$ cat config.mk
export PLATFORM = sky130hd
export DESIGN_NAME = midi_learn_detector_top
export DESIGN_NICKNAME = d
export VERILOG_FILES = /design/src/design/mld_pkg.sv /design/src/design/mld_cfg.sv /design/src/design/mld_front.sv /design/src/design/mld_back.sv /design/src/design/midi_learn_detector_top.sv
export SDC_FILE = /design/constraint.sdc
export NUM_CORES = 1
export LEC_CHECK = 0
export BUFFER_PORTS_ARGS = -buffer_cell sky130_fd_sc_hd__buf_2
export CAP_MARGIN = 10
export CORE_AREA = 2 2 137 139
export CTS_BUF_LIST = sky130_fd_sc_hd__clkbuf_8
export DETAILED_ROUTE_END_ITERATION = 8
export DIE_AREA = 0 0 139 141
export MAX_ROUTING_LAYER = met4
export PLACE_DENSITY = 0.65
export SYNTH_ARGS = -nofsm -noshare
export SYNTH_HDL_FRONTEND = slang
export SYNTH_SLANG_ARGS = --single-unit
$ cat constraint.sdc
create_clock -name clk_i -period 16.2 [get_ports clk_i]
set_input_delay 3.24 -clock clk_i [delete_from_list [all_inputs] [get_ports clk_i]]
set_output_delay 3.24 -clock clk_i [all_outputs]
set_load 0.005 [all_outputs]
$ cat src/design/mld_pkg.sv
// Shared types, constants and helper functions for the MIDI learn detector.
package mld_pkg;

  // Configuration register indexes (word address bits [3:2]).
  localparam logic [1:0] REG_LEARN_ENABLE     = 2'd0;
  localparam logic [1:0] REG_NOTE_THRESHOLD   = 2'd1;
  localparam logic [1:0] REG_REPEAT_THRESHOLD = 2'd2;

  // Reset values of the thresholds.
  localparam logic [7:0] NOTE_THRESHOLD_RST   = 8'd2;
  localparam logic [7:0] REPEAT_THRESHOLD_RST = 8'd8;

  // Result kinds, also used as event counter indexes.
  localparam logic [1:0] KIND_NOTE   = 2'd0;
  localparam logic [1:0] KIND_BEND   = 2'd1;
  localparam logic [1:0] KIND_CC_ABS = 2'd2;
  localparam logic [1:0] KIND_CC_REL = 2'd3;

  // MIDI message types (high nibble of the status byte).
  localparam logic [3:0] TYPE_NOTE_OFF = 4'h8;
  localparam logic [3:0] TYPE_NOTE_ON  = 4'h9;
  localparam logic [3:0] TYPE_CC       = 4'hB;
  localparam logic [3:0] TYPE_BEND     = 4'hE;

  // Controller number bounds for 14-bit controller (MSB/LSB) pair detection.
  localparam logic [6:0] CTRL_LSB_LOW  = 7'd32;
  localparam logic [6:0] CTRL_LSB_HIGH = 7'd64;

  // Depth of the command and result queues.
  localparam int unsigned QUEUE_DEPTH = 2;
  localparam logic [1:0]  QUEUE_FULL  = 2'd2;

  // Message class decided by the front end.
  typedef enum logic [1:0] {
    CLS_NOTE,
    CLS_BEND,
    CLS_CC,
    CLS_OTHER
  } mld_cls_e;

  // One classified message travelling from front end to back end.
  typedef struct packed {
    logic [1:0] port;
    logic [3:0] chan;
    mld_cls_e   cls;
    logic [6:0] number;
    logic       rel;
  } mld_cmd_t;

  // One learned source waiting to be taken.
  typedef struct packed {
    logic [1:0] port;
    logic [3:0] chan;
    logic [1:0] kind;
    logic [6:0] number;
  } mld_res_t;

  // Configuration seen by the back end.
  typedef struct packed {
    logic       enable;
    logic [7:0] note_thr;
    logic [7:0] repeat_thr;
    logic       clear;
  } mld_cfg_t;

  // Saturating increment of an event counter.
  function automatic logic [7:0] sat_inc(input logic [7:0] value);
    sat_inc = (value == 8'hFF) ? value : value + 8'd1;
  endfunction

  // A threshold of zero behaves as one.
  function automatic logic [7:0] eff_thr(input logic [7:0] thr);
    eff_thr = (thr == 8'd0) ? 8'd1 : thr;
  endfunction

endpackage

$ cat src/design/mld_cfg.sv
// APB-style configuration registers of the MIDI learn detector.
module mld_cfg
  import mld_pkg::*;
(
  input  logic        clk_i,
  input  logic        rst_ni,
  input  logic        psel,
  input  logic        penable,
  input  logic        pwrite,
  input  logic [3:0]  paddr,
  input  logic [31:0] pwdata,
  output logic [31:0] prdata,
  output logic        pready,
  output mld_cfg_t    cfg_o
);

  logic       enable_q, enable_d;
  logic [7:0] note_thr_q, note_thr_d;
  logic [7:0] repeat_thr_q, repeat_thr_d;
  logic       wr_en;
  logic [1:0] reg_idx;

  assign pready  = 1'b1;
  assign wr_en   = psel & penable & pwrite;
  assign reg_idx = paddr[3:2];

  // Register write decode.
  always_comb begin
    enable_d     = enable_q;
    note_thr_d   = note_thr_q;
    repeat_thr_d = repeat_thr_q;
    if (wr_en) begin
      case (reg_idx)
        REG_LEARN_ENABLE:     enable_d     = pwdata[0];
        REG_NOTE_THRESHOLD:   note_thr_d   = pwdata[7:0];
        REG_REPEAT_THRESHOLD: repeat_thr_d = pwdata[7:0];
        default: ;
      endcase
    end
  end

  always_ff @(posedge clk_i or negedge rst_ni) begin
    if (!rst_ni) begin
      enable_q     <= 1'b0;
      note_thr_q   <= NOTE_THRESHOLD_RST;
      repeat_thr_q <= REPEAT_THRESHOLD_RST;
    end else begin
      enable_q     <= enable_d;
      note_thr_q   <= note_thr_d;
      repeat_thr_q <= repeat_thr_d;
    end
  end

  // Read-back multiplexer.
  always_comb begin
    case (reg_idx)
      REG_LEARN_ENABLE:     prdata = {31'd0, enable_q};
      REG_NOTE_THRESHOLD:   prdata = {24'd0, note_thr_q};
      REG_REPEAT_THRESHOLD: prdata = {24'd0, repeat_thr_q};
      default:              prdata = 32'd0;
    endcase
  end

  // Any write to the enable register clears the detector state.
  assign cfg_o.enable     = enable_q;
  assign cfg_o.note_thr   = note_thr_q;
  assign cfg_o.repeat_thr = repeat_thr_q;
  assign cfg_o.clear      = wr_en & (reg_idx == REG_LEARN_ENABLE);

endmodule

$ cat src/design/mld_front.sv
// Front end: accepts MIDI messages, classifies them and queues them for the back end.
module mld_front
  import mld_pkg::*;
(
  input  logic       clk_i,
  input  logic       rst_ni,
  input  logic       push,
  output logic       full,
  input  logic [1:0] port_id_i,
  input  logic [7:0] status_byte_i,
  input  logic [6:0] data_one_i,
  input  logic [6:0] data_two_i,
  input  logic       learn_enable_i,
  output logic       cmd_valid_o,
  output mld_cmd_t   cmd_o,
  input  logic       cmd_take_i
);

  mld_cmd_t   entries_q [QUEUE_DEPTH];
  logic       wptr_q, wptr_d;
  logic       rptr_q, rptr_d;
  logic [1:0] cnt_q, cnt_d;
  logic       accept;
  logic       wr_en;
  logic       rd_en;
  mld_cmd_t   cmd_new;

  assign full        = (cnt_q == QUEUE_FULL);
  assign accept      = push & ~full;
  // Messages taken while disabled, or without a status bit, are dropped here.
  assign wr_en       = accept & learn_enable_i & status_byte_i[7];
  assign cmd_valid_o = (cnt_q != 2'd0);
  assign rd_en       = cmd_take_i & cmd_valid_o;

  // Classify the message by its type nibble and its controller value.
  always_comb begin
    cmd_new.port   = port_id_i;
    cmd_new.chan   = status_byte_i[3:0];
    cmd_new.number = data_one_i;
    cmd_new.rel    = data_two_i inside {[7'd1:7'd7], [7'd65:7'd71]};
    case (status_byte_i[7:4])
      TYPE_NOTE_OFF: cmd_new.cls = CLS_NOTE;
      TYPE_NOTE_ON:  cmd_new.cls = CLS_NOTE;
      TYPE_BEND:     cmd_new.cls = CLS_BEND;
      TYPE_CC:       cmd_new.cls = CLS_CC;
      default:       cmd_new.cls = CLS_OTHER;
    endcase
  end

  // Queue pointers and fill count.
  always_comb begin
    wptr_d = wr_en ? ~wptr_q : wptr_q;
    rptr_d = rd_en ? ~rptr_q : rptr_q;
    cnt_d  = cnt_q + {1'b0, wr_en} - {1'b0, rd_en};
  end

  always_ff @(posedge clk_i or negedge rst_ni) begin
    if (!rst_ni) begin
      wptr_q <= 1'b0;
      rptr_q <= 1'b0;
      cnt_q  <= 2'd0;
    end else begin
      wptr_q <= wptr_d;
      rptr_q <= rptr_d;
      cnt_q  <= cnt_d;
    end
  end

  // Queue storage.
  always_ff @(posedge clk_i) begin
    if (wr_en) begin
      entries_q[wptr_q] <= cmd_new;
    end
  end

  assign cmd_o = entries_q[rptr_q];

  // The fill count never passes the queue depth.
  a_cnt_bound: assert property (@(posedge clk_i) disable iff (!rst_ni)
    cnt_q <= QUEUE_FULL)
    else $error("command queue overfilled");

  // A write into a full queue cannot happen.
  a_no_overflow: assert property (@(posedge clk_i) disable iff (!rst_ni)
    full |-> !wr_en)
    else $error("write into full command queue");

  // Pointers differ exactly when the queue is partly filled.
  a_ptr_cnt: assert property (@(posedge clk_i) disable iff (!rst_ni)
    (cnt_q == 2'd1) == (wptr_q != rptr_q))
    else $error("queue pointers disagree with fill count");

endmodule

$ cat src/design/mld_back.sv
// Back end: tracks the source, counts events, decides results and queues them.
module mld_back
  import mld_pkg::*;
(
  input  logic       clk_i,
  input  logic       rst_ni,
  input  logic       cmd_valid_i,
  input  mld_cmd_t   cmd_i,
  output logic       cmd_take_o,
  input  mld_cfg_t   cfg_i,
  output logic       empty,
  input  logic       pop,
  output logic [1:0] learned_port_o,
  output logic [3:0] learned_channel_o,
  output logic [1:0] learned_kind_o,
  output logic [6:0] learned_number_o
);

  // Tracking state.
  logic            src_valid_q, src_valid_d;
  logic [1:0]      src_port_q, src_port_d;
  logic [3:0]      src_chan_q, src_chan_d;
  logic            note_valid_q, note_valid_d;
  logic [6:0]      note_num_q, note_num_d;
  logic            ctrl_valid_q, ctrl_valid_d;
  logic [6:0]      ctrl_num_q, ctrl_num_d;
  logic            prev_valid_q, prev_valid_d;
  logic [6:0]      prev_num_q, prev_num_d;
  logic [3:0][7:0] cnt_q, cnt_d;

  // Values after the source check.
  logic            src_chg;
  logic            b_note_valid, b_ctrl_valid, b_prev_valid;
  logic [6:0]      b_note_num, b_ctrl_num, b_prev_num;
  logic [3:0][7:0] b_cnt;

  // Next values after the message is applied.
  logic            n_note_valid, n_ctrl_valid, n_prev_valid;
  logic [6:0]      n_note_num, n_ctrl_num, n_prev_num;
  logic [3:0][7:0] n_cnt;
  logic            pair;
  logic [7:0]      note_thr, rep_thr;
  logic            hit;
  mld_res_t        res_new;

  // Result queue.
  mld_res_t        res_q [QUEUE_DEPTH];
  logic            rwptr_q, rwptr_d;
  logic            rrptr_q, rrptr_d;
  logic [1:0]      rcnt_q, rcnt_d;
  logic            res_wr, res_rd;
  mld_res_t        res_out;

  assign cmd_take_o = cmd_valid_i & (rcnt_q != QUEUE_FULL);

  // A change of port or channel starts again from a cleared state.
  always_comb begin
    src_chg      = !src_valid_q || (cmd_i.port != src_port_q) || (cmd_i.chan != src_chan_q);
    b_note_valid = src_chg ? 1'b0 : note_valid_q;
    b_note_num   = src_chg ? 7'd0 : note_num_q;
    b_ctrl_valid = src_chg ? 1'b0 : ctrl_valid_q;
    b_ctrl_num   = src_chg ? 7'd0 : ctrl_num_q;
    b_prev_valid = src_chg ? 1'b0 : prev_valid_q;
    b_prev_num   = src_chg ? 7'd0 : prev_num_q;
    b_cnt        = src_chg ? '0 : cnt_q;
  end

  // Apply the message to the note, controller and counter state.
  always_comb begin
    n_note_valid = b_note_valid;
    n_note_num   = b_note_num;
    n_ctrl_valid = b_ctrl_valid;
    n_ctrl_num   = b_ctrl_num;
    n_prev_valid = b_prev_valid;
    n_prev_num   = b_prev_num;
    n_cnt        = b_cnt;
    pair         = 1'b0;
    case (cmd_i.cls)
      CLS_NOTE: begin
        if (!b_note_valid || (cmd_i.number != b_note_num)) begin
          n_cnt[KIND_NOTE] = 8'd0;
          n_note_valid     = 1'b1;
          n_note_num       = cmd_i.number;
        end
        n_cnt[KIND_NOTE] = sat_inc(n_cnt[KIND_NOTE]);
      end
      CLS_BEND: begin
        n_cnt[KIND_BEND] = sat_inc(b_cnt[KIND_BEND]);
      end
      CLS_CC: begin
        // The low half of a 14-bit controller pair directly after its high half is not counted.
        pair = b_prev_valid && (b_prev_num < CTRL_LSB_LOW) &&
               (cmd_i.number >= CTRL_LSB_LOW) && (cmd_i.number < CTRL_LSB_HIGH);
        n_prev_valid = 1'b1;
        n_prev_num   = cmd_i.number;
        if (!pair) begin
          if (!b_ctrl_valid || (cmd_i.number != b_ctrl_num)) begin
            n_cnt[KIND_CC_ABS] = 8'd0;
            n_cnt[KIND_CC_REL] = 8'd0;
            n_ctrl_valid       = 1'b1;
            n_ctrl_num         = cmd_i.number;
          end
          if (cmd_i.rel) begin
            n_cnt[KIND_CC_REL] = sat_inc(n_cnt[KIND_CC_REL]);
          end else begin
            n_cnt[KIND_CC_ABS] = sat_inc(n_cnt[KIND_CC_ABS]);
          end
        end
      end
      default: ;
    endcase
  end

  // Threshold check in priority order: note, pitch bend, absolute, relative.
  always_comb begin
    note_thr       = eff_thr(cfg_i.note_thr);
    rep_thr        = eff_thr(cfg_i.repeat_thr);
    hit            = (cmd_i.cls != CLS_OTHER);
    res_new.port   = cmd_i.port;
    res_new.chan   = cmd_i.chan;
    res_new.kind   = KIND_NOTE;
    res_new.number = n_note_num;
    if (n_cnt[KIND_NOTE] >= note_thr) begin
      res_new.kind   = KIND_NOTE;
      res_new.number = n_note_num;
    end else if (n_cnt[KIND_BEND] >= rep_thr) begin
      res_new.kind   = KIND_BEND;
      res_new.number = 7'd0;
    end else if (n_cnt[KIND_CC_ABS] >= rep_thr) begin
      res_new.kind   = KIND_CC_ABS;
      res_new.number = n_ctrl_num;
    end else if (n_cnt[KIND_CC_REL] >= rep_thr) begin
      res_new.kind   = KIND_CC_REL;
      res_new.number = n_ctrl_num;
    end else begin
      hit = 1'b0;
    end
  end

  // Next state: cleared by an enable write or a result, else updated by a taken message.
  always_comb begin
    src_valid_d  = src_valid_q;
    src_port_d   = src_port_q;
    src_chan_d   = src_chan_q;
    note_valid_d = note_valid_q;
    note_num_d   = note_num_q;
    ctrl_valid_d = ctrl_valid_q;
    ctrl_num_d   = ctrl_num_q;
    prev_valid_d = prev_valid_q;
    prev_num_d   = prev_num_q;
    cnt_d        = cnt_q;
    if (cfg_i.clear || (cmd_take_o && hit)) begin
      src_valid_d  = 1'b0;
      src_port_d   = 2'd0;
      src_chan_d   = 4'd0;
      note_valid_d = 1'b0;
      note_num_d   = 7'd0;
      ctrl_valid_d = 1'b0;
      ctrl_num_d   = 7'd0;
      prev_valid_d = 1'b0;
      prev_num_d   = 7'd0;
      cnt_d        = '0;
    end else if (cmd_take_o) begin
      src_valid_d  = 1'b1;
      src_port_d   = cmd_i.port;
      src_chan_d   = cmd_i.chan;
      note_valid_d = n_note_valid;
      note_num_d   = n_note_num;
      ctrl_valid_d = n_ctrl_valid;
      ctrl_num_d   = n_ctrl_num;
      prev_valid_d = n_prev_valid;
      prev_num_d   = n_prev_num;
      cnt_d        = n_cnt;
    end
  end

  always_ff @(posedge clk_i or negedge rst_ni) begin
    if (!rst_ni) begin
      src_valid_q  <= 1'b0;
      src_port_q   <= 2'd0;
      src_chan_q   <= 4'd0;
      note_valid_q <= 1'b0;
      note_num_q   <= 7'd0;
      ctrl_valid_q <= 1'b0;
      ctrl_num_q   <= 7'd0;
      prev_valid_q <= 1'b0;
      prev_num_q   <= 7'd0;
      cnt_q        <= '0;
    end else begin
      src_valid_q  <= src_valid_d;
      src_port_q   <= src_port_d;
      src_chan_q   <= src_chan_d;
      note_valid_q <= note_valid_d;
      note_num_q   <= note_num_d;
      ctrl_valid_q <= ctrl_valid_d;
      ctrl_num_q   <= ctrl_num_d;
      prev_valid_q <= prev_valid_d;
      prev_num_q   <= prev_num_d;
      cnt_q        <= cnt_d;
    end
  end

  // Result queue control.
  assign res_wr = cmd_take_o & hit;
  assign empty  = (rcnt_q == 2'd0);
  assign res_rd = pop & ~empty;

  always_comb begin
    rwptr_d = res_wr ? ~rwptr_q : rwptr_q;
    rrptr_d = res_rd ? ~rrptr_q : rrptr_q;
    rcnt_d  = rcnt_q + {1'b0, res_wr} - {1'b0, res_rd};
  end

  always_ff @(posedge clk_i or negedge rst_ni) begin
    if (!rst_ni) begin
      rwptr_q <= 1'b0;
      rrptr_q <= 1'b0;
      rcnt_q  <= 2'd0;
    end else begin
      rwptr_q <= rwptr_d;
      rrptr_q <= rrptr_d;
      rcnt_q  <= rcnt_d;
    end
  end

  always_ff @(posedge clk_i) begin
    if (res_wr) begin
      res_q[rwptr_q] <= res_new;
    end
  end

  assign res_out           = res_q[rrptr_q];
  assign learned_port_o    = res_out.port;
  assign learned_channel_o = res_out.chan;
  assign learned_kind_o    = res_out.kind;
  assign learned_number_o  = res_out.number;

  // A result always leaves the tracking state cleared.
  a_clear_after_hit: assert property (@(posedge clk_i) disable iff (!rst_ni)
    res_wr |=> !src_valid_q && (cnt_q == '0))
    else $error("state not cleared after a result");

  // The result queue never overfills.
  a_res_bound: assert property (@(posedge clk_i) disable iff (!rst_ni)
    rcnt_q <= QUEUE_FULL)
    else $error("result queue overfilled");

  // Counters are only non-zero while a source is tracked.
  a_cnt_needs_src: assert property (@(posedge clk_i) disable iff (!rst_ni)
    !src_valid_q |-> (cnt_q == '0))
    else $error("event counter set without a tracked source");

endmodule

$ cat src/design/midi_learn_detector_top.sv
// Top level of the MIDI learn detector: configuration port, front end and back end.
// The detector takes one MIDI channel message per clock cycle while full is low, through
// a queue-style push/full port and presents learned sources on a pop/empty port. A message
// passes through a two-entry command queue in the front end, is applied to the tracking
// state when the back end takes it, and any result is registered into a two-entry result
// queue. The sustained rate is one message per cycle; the back end pauses only while
// the result queue is full, and the front end then keeps taking messages until its own
// queue fills. Configuration is written through the APB-style port while no messages
// are in flight.
module midi_learn_detector_top
  import mld_pkg::*;
(
  input  logic        clk_i,
  input  logic        rst_ni,
  // Message input.
  input  logic        push,
  output logic        full,
  input  logic [1:0]  port_id_i,
  input  logic [7:0]  status_byte_i,
  input  logic [6:0]  data_one_i,
  input  logic [6:0]  data_two_i,
  // Result output.
  output logic        empty,
  input  logic        pop,
  output logic [1:0]  learned_port_o,
  output logic [3:0]  learned_channel_o,
  output logic [1:0]  learned_kind_o,
  output logic [6:0]  learned_number_o,
  // Configuration port.
  input  logic        psel,
  input  logic        penable,
  input  logic        pwrite,
  input  logic [3:0]  paddr,
  input  logic [31:0] pwdata,
  output logic [31:0] prdata,
  output logic        pready
);

  mld_cfg_t cfg;
  logic     cmd_valid;
  mld_cmd_t cmd;
  logic     cmd_take;

  // Configuration registers.
  mld_cfg u_cfg (
    .clk_i   (clk_i),
    .rst_ni  (rst_ni),
    .psel    (psel),
    .penable (penable),
    .pwrite  (pwrite),
    .paddr   (paddr),
    .pwdata  (pwdata),
    .prdata  (prdata),
    .pready  (pready),
    .cfg_o   (cfg)
  );

  // Message acceptance and classification.
  mld_front u_front (
    .clk_i          (clk_i),
    .rst_ni         (rst_ni),
    .push           (push),
    .full           (full),
    .port_id_i      (port_id_i),
    .status_byte_i  (status_byte_i),
    .data_one_i     (data_one_i),
    .data_two_i     (data_two_i),
    .learn_enable_i (cfg.enable),
    .cmd_valid_o    (cmd_valid),
    .cmd_o          (cmd),
    .cmd_take_i     (cmd_take)
  );

  // Tracking, counting and result generation.
  mld_back u_back (
    .clk_i             (clk_i),
    .rst_ni            (rst_ni),
    .cmd_valid_i       (cmd_valid),
    .cmd_i             (cmd),
    .cmd_take_o        (cmd_take),
    .cfg_i             (cfg),
    .empty             (empty),
    .pop               (pop),
    .learned_port_o    (learned_port_o),
    .learned_channel_o (learned_channel_o),
    .learned_kind_o    (learned_kind_o),
    .learned_number_o  (learned_number_o)
  );

endmodule
==> metrics.csv, run 1 <==
stage,metric,value,unit
outcome,status,"finished, final reports clean",
power,Static Leak,4.08,nW
critical_path,crit path DAT,8540,ps
timing,Max Fclk,123,MHz
critical_path,R2R cell count,22,
critical_path,CP Max Fanout,46,
critical_path,startpoint types,register,
global_routing,total grt overflow,0,
synthesis,dominant cells by area after synthesis,"dfrtp_1 (23%), edfxtp_1 (21%), ha_1 (5.6%), nand2_1 (3.9%), nor2_1 (3.2%)",
global_routing,total track usage,0.227,
synthesis,Yosys top cell by area,dfrtp_1,
timing,Final Hold Viols,0,
critical_path,R2R Path Start,u_front.rptr_q,
critical_path,WP data required,16580,ps
layout,final core occ,0.530,
timing,slew margin rel.,0.281,
place,gpl congestion,0.874,
synthesis,sequential-to-total area share from yosys stat,0.445,
layout,Layout area overhead,9.22,%
synthesis,Synth top cells by count,"nand2_1 (92), dfrtp_1 (81), nor2_1 (75)",
die,starting density of the core,0.485,
synthesis,top cell type's share of synthesized area,0.229,
synthesis,syn_area_per_cell,9.97,µm²
cts,CTS Buffer Depth,2,
synthesis,cell count after synthesis,889,
cts,TritonCTS Buffers,17,
worst_hold_path,HP Class,reg -> reg,
power,maximum VDD drop,0.105,mV
critical_path,critical path type,reg -> reg,
worst_hold_path,Worst Hold Depth,1,
place,dpl hpwl,14.9,mm
cts,Worst-path clk slew,100,ps
drt,Initial DRC Count,571,
global_routing,vias in the first global route,6701,
worst_hold_path,hold path start,u_front.cnt_q[1],
timing,setup TNS,0,ps
synthesis,YS warnings,0,
layout,ant diodes,0,
global_routing,routing usage on met3,0.0313,
die,Die ar.,19600,µm²
die,Row Count,50,
global_routing,GR peak layer,met2,
cts,postcts setup bufs,0,
worst_hold_path,hold worst-path end,u_front.cnt_q[1],
critical_path,Critical Path Sink Type,register,
synthesis,Post-synth top flop,dfrtp_1,
die,number of I/O pins,117,
die,Die Wd,139,µm
timing,RSZ-0062 raised after global routing,no,
cts,clk_lat worst skew,460,ps
synthesis,"EDFF count, synth",62,
drt,Final ANT Viol Nets,0,
global_routing,GRT met1 Usage,0.299,
die,Vert. Die Dim,141,µm
global_routing,initial antenna violation count,0,
global_routing,global-route wire length before repair,34.5,mm
cts,post_cts resized,0,
synthesis,Mapped Area,8860,µm²
global_routing,met2 Use GR,0.362,
place,# port buffers,64,
timing,Final WS setup,8040,ps
drt,vias per cell,5.87,
place,worst slack at placement,8030,ps
timing,WHS,501,ps
timing,Final Cycle Share,0.503,
power,pwr/cell area,137,nW/µm²
synthesis,ys async rst share,0.572,
drt,DRT Wirelength,21.2,mm
drt,DR DRC count,0,
run,Max Cap Violations,0,
cts,CTS tree,built,
cts,Clock Sinks,145,
synthesis,Synth Register Bits,145,
critical_path,r2r setup slk,8040,ps
drt,total vias in the final route,6998,
layout,layout net count,1053,
critical_path,reg2reg end,u_back.ctrl_num_q[5],
timing,final setup fails,0,
cts,Max H-tree Level,4,
timing,skew final,13.1,ps
timing,Worst-Margin Slew,1050,ps
cts,hold_buf cts,0,
cts,root buf cell,clkbuf_8,
layout,layout cells sized above 1,0.172,
synthesis,post-synthesis cell type count,80,
drt,Pre-antenna DRT Iters,5,
drt,drt wl/cell,17.8,µm
global_routing,largest net degree at the start of global routing,48,
timing,Max Slew Vio Count,0,
synthesis,top-count cell post-synth,nand2_1,
timing,Tmin final,8160,ps
die,total core area,18300,µm²
[cell families (layout without fill, tap and decap cells)]
family / count (synthesis) / in the layout / share of synthesized area
buffers and inverters: 95 / 142 / 0.0572
AO/OA/AOI/OAI: 205 / 205 / 0.156
XOR/XNOR: 43 / 43 / 0.0425
flip-flops: 145 / 145 / 0.445
multiplexers: 51 / 51 / 0.0679
adder cells (fa/ha/maj): 40 / 40 / 0.0565
AND/OR/NAND/NOR: 308 / 308 / 0.175
other: 2 / 25 / 0.000847
[cells in the final DEF, fill, tap and decap left out, drive strengths merged, types with 11 or more instances in the layout]
cell type,n
a21o,11
a21oi,45
a22o,15
and3,16
buf,77
clkbuf,17
conb,25
dfrtp,81
edfxtp,62
ha,40
inv,42
mux2,24
mux2i,27
nand2,94
nand3,37
nand4,13
nor2,77
nor3,16
o21ai,53
xnor2,22
xor2,21
[sequential cells by signal, summed over array words and instances (netlist names)]
register	flops
u_front.cnt_q	2
u_back.cnt_q	32
u_back.rcnt_q	2
u_cfg.repeat_thr_q	8
u_back.ctrl_num_q	7
u_back.note_valid_q	1
u_back.src_port_q	2
u_front.entries_q	32
u_cfg.enable_q	1
u_back.prev_valid_q	1
u_back.note_num_q	7
u_cfg.note_thr_q	8
u_back.ctrl_valid_q	1
u_back.res_q	30
u_back.rrptr_q	1
u_back.src_chan_q	4
u_front.wptr_q	1
u_back.src_valid_q	1
u_front.rptr_q	1
u_back.prev_num_q	2
u_back.rwptr_q	1
[final cells by class]
type / count / area, µm²
clock buffers: 17 / 234
clock inverters: 15 / 161
fillers: 1673 / 8590
inverters: 33 / 124
multi-input cells: 672 / 4510
flip-flops and latches: 145 / 3940
well taps: 234 / 293
repair buffers: 77 / 420
[critical path, cell delays in order (launching register included)]
cell	delay, ps
dfrtp_1	550
buf_4	440
mux2i_1	460
xor2_1	260
and4_1	460
nand4_1	310
nor2_1	220
ha_1	240
and3_1	190
and2_1	210
nand4_1	230
nor4b_1	470
a21oi_1	260
a311oi_2	410
ha_1	290
a21o_1	180
a2111oi_0	410
o21a_1	200
o22ai_1	130
o31ai_2	520
nand2_2	720
or3_1	690
o21ai_0	190
[metal layers]
metal,up-vias,wire length (µm)
met1,3407,9330
met3,37,1120
li1,3320,-
met2,234,10300
met5,-,0
met4,0,516
[how the worst max path moves through the flow]
stage,startpoint,endpoint,cells past startpoint
2_1_floorplan,paddr[3],prdata[1],3
3_3_place_gp,u_front.rptr_q,u_back.ctrl_num_q[3],22
3_5_place_dp,u_front.rptr_q,u_back.ctrl_num_q[4],22
4_1_cts,u_front.rptr_q,u_back.ctrl_num_q[5],22
5_1_grt,u_front.rptr_q,u_back.ctrl_num_q[6],22
6_report,u_front.rptr_q,u_back.ctrl_num_q[5],22
[report_power, final]
| group | total (mW) | switching [mW] | internal (mW) |
|---|---|---|---|
| Sequential | 0.522 | 0.0643 | 0.457 |
| Clock | 0.283 | 0.167 | 0.116 |
| Combinational | 0.518 | 0.326 | 0.192 |
| Total | 1.32 | 0.557 | 0.765 |
[stage by stage]
step	instance area [µm²]	instances	power [mW]
after floorplan	8950	912	0.900
after global placement	9290	1161	1.03
after detailed placement	9290	1161	1.05
after CTS	9680	1193	1.33
final	9680	1193	1.32
after global routing	9680	1193	1.40
Note: power is estimated with default switching activity, not from simulation.
==> run 2: changes to the inputs <==
PLACE_DENSITY = 0.68   (was 0.65)
clock period = 6.65 ns   (was 16.2 ns; I/O delays follow)
==> run 2 against run 1 <==
  * Combinational power grew to 2.6 times the previous value
  * Global-route usage up 0.39 points
  * Worst hold slack gained 6.0 ps
  * Design area grew 1.7%
  * Final cell count up 1.3%
  * Sequential share of layout area is 0.69 points lower
  * Die area is the same
  * Critical path type unchanged
  * Register-to-register slack lost 7400 ps
  * Clock power increased to 2.5 times the previous value
  * Clock skew barely moved
==> metrics.csv, run 2 (same netlist as run 1, synthesis figures left out) <==
stage,metric,value,unit
outcome,status,"finished, final reports clean",
cts,Max H-tree Level,4,
critical_path,startpoint types,register,
power,pwr/cell area,337,nW/µm²
die,Die ar.,19600,µm²
timing,skew final,12.7,ps
timing,final setup fails,0,
timing,Final Hold Viols,0,
place,placed cells,1177,
timing,Tmin final,6010,ps
critical_path,crit path DAT,6390,ps
critical_path,CP bufs+invs,1,
critical_path,R2R cell count,22,
timing,RSZ-0062 raised after global routing,no,
cts,TritonCTS Buffers,17,
layout,layout cells sized above 1,0.189,
cts,CTS Buffer Depth,2,
layout,Layout area overhead,11.1,%
critical_path,WP data required,7040,ps
drt,DR DRC count,0,
critical_path,r2r setup slk,640,ps
drt,total vias in the final route,7035,
cts,Clock Sinks,145,
global_routing,total grt overflow,0,
drt,Pre-antenna DRT Iters,5,
timing,Final Cycle Share,0.903,
cts,clk_lat worst skew,470,ps
place,dpl hpwl,15.1,mm
drt,DRT Wirelength,21.3,mm
critical_path,slowest cell delay on critical path,460,ps
drt,drt wl/cell,17.6,µm
place,# port buffers,64,
critical_path,Crit-path slowest cell,or3_1,
die,starting density of the core,0.485,
die,Row Count,50,
timing,Max Fclk,166,MHz
layout,Largest regs,"u_back.cnt_q x32, u_front.entries_q x32, u_back.res_q x30",
die,number of I/O pins,117,
die,total core area,18300,µm²
critical_path,Critical Path Sink,u_back.ctrl_num_q[2],
critical_path,Critical Path Sink Type,register,
critical_path,Worst Setup SP,u_front.rptr_q,
layout,Layout Cells excl Fill,1209,
place,gpl congestion,0.892,
timing,setup TNS,0,ps
global_routing,largest net degree at the start of global routing,54,
critical_path,Top delay family on crit path,simple AND/OR/NAND/NOR gates,
critical_path,critical path type,reg -> reg,
layout,"commonest non-fill, non-tap cell in the layout",nand2_1,
global_routing,global-route wire length before repair,35.1,mm
drt,Initial DRC Count,621,
timing,Max Slew Vio Count,0,
cts,Worst-path clk slew,90,ps
timing,Worst-Margin Slew,790,ps
critical_path,crit-path cells,"buf_4, mux2i_2, xnor2_1, nor4_2, and2_4, and3_1, ha_1, and3_1, and2_1, nand4_1, nor4b_2, a21oi_1, a311oi_2, ha_1, a21o_1, a2111oi_1, o21a_1, o22ai_1, o31ai_4, nand2_2, or3_1, o21ai_0",
global_routing,total track usage,0.231,
power,Static Leak,4.17,nW
run,Max Cap Violations,0,
cts,hold_buf cts,0,
die,Die Wd,139,µm
drt,Final ANT Viol Nets,0,
critical_path,R2R Path Start,u_front.rptr_q,
global_routing,initial antenna violation count,0,
global_routing,vias in the first global route,6771,
drt,vias per cell,5.82,
critical_path,CP Max Fanout,9,
critical_path,cell count along the critical path,22,
worst_hold_path,HP Class,reg -> reg,
cts,root buf cell,clkbuf_8,
cts,CTS tree,built,
critical_path,reg2reg end,u_back.ctrl_num_q[2],
worst_hold_path,Worst Hold Depth,1,
die,Vert. Die Dim,141,µm
layout,layout net count,1069,
layout,ant diodes,0,
layout,"commonest non-fill, non-tap cells in the layout","nand2_1 (92), dfrtp_1 (81), nor2_1 (75)",
timing,slew margin rel.,0.473,
power,maximum VDD drop,0.227,mV
[run 2: cell types whose count changed in the layout (fill, tap and decap cells not counted), moves of 2 or more]
cell | previous run | this run
inv_6 | 4 | 6
mux2i_1 | 20 | 16
inv_8 | 5 | 1
inv_1 | 33 | 35
bufinv_16 | 0 | 2
buf_4 | 14 | 30
mux2i_2 | 3 | 6
clkinv_8 | 3 | 0
[run 2: through the flow]
stage	cell area [µm²]	worst slack (ps)	hold slack [ps]	total power, mW	utilization
2_1_floorplan	8950	622	456	2.19	-
3_3_place_gp	9410	259	477	2.56	0.515
3_5_place_dp	9410	259	491	2.59	0.515
4_1_cts	9810	250	509	3.30	0.537
5_1_grt	9850	45.9	530	3.53	0.539
6_report	9850	644	507	3.31	0.539
[run 2: what timing repair did]
item,in CTS,in global routing
setup endpoints to repair,0,91
gates resized for setup,0,9
buffers inserted,0,0
[run 2: worst min-delay path by stage]
stage                            end              from
finish              u_front.cnt_q[1]  u_front.cnt_q[1]
global route          u_back.rwptr_q    u_back.rwptr_q
CTS                   u_front.wptr_q    u_front.wptr_q
detailed placement  u_front.cnt_q[1]  u_front.cnt_q[1]
global placement    u_front.cnt_q[1]  u_front.cnt_q[1]
floorplan             u_front.wptr_q    u_front.wptr_q
[run 2: routing by layer]
metal	up-vias	part of all wire	track usage
met4	0	0.020	0.0755
li1	3349	-	-
met3	29	0.053	0.0418
met1	3431	0.45	0.302
met2	226	0.48	0.368
met5	-	0	-
[run 2: layout make-up]
class	instances	area (µm²)
multi-input cells	672	4550
well taps	234	293
inverters	33	124
repair buffers	93	541
clock buffers	18	248
clock inverters	14	153
fillers	1621	8420
flip-flops and latches	145	3940
[run 2: worst register-to-register path, cell delays in order (launching register included)]
cell       delay (ps)
dfrtp_1           370
buf_4             230
mux2i_2           380
xnor2_1           170
nor4_2            330
and2_4            190
and3_1            150
ha_1              200
and3_1            180
and2_1            210
nand4_1           240
nor4b_2           360
a21oi_1           220
a311oi_2          380
ha_1              300
a21o_1            180
a2111oi_1         380
o21a_1            200
o22ai_1           150
o31ai_4           340
nand2_2            80
or3_1             460
o21ai_0           210
[run 2: power by group]
part | internal (mW) | switching [mW]
clock network | 0.350 | 0.369
logic | 0.514 | 0.816
registers | 1.11 | 0.151
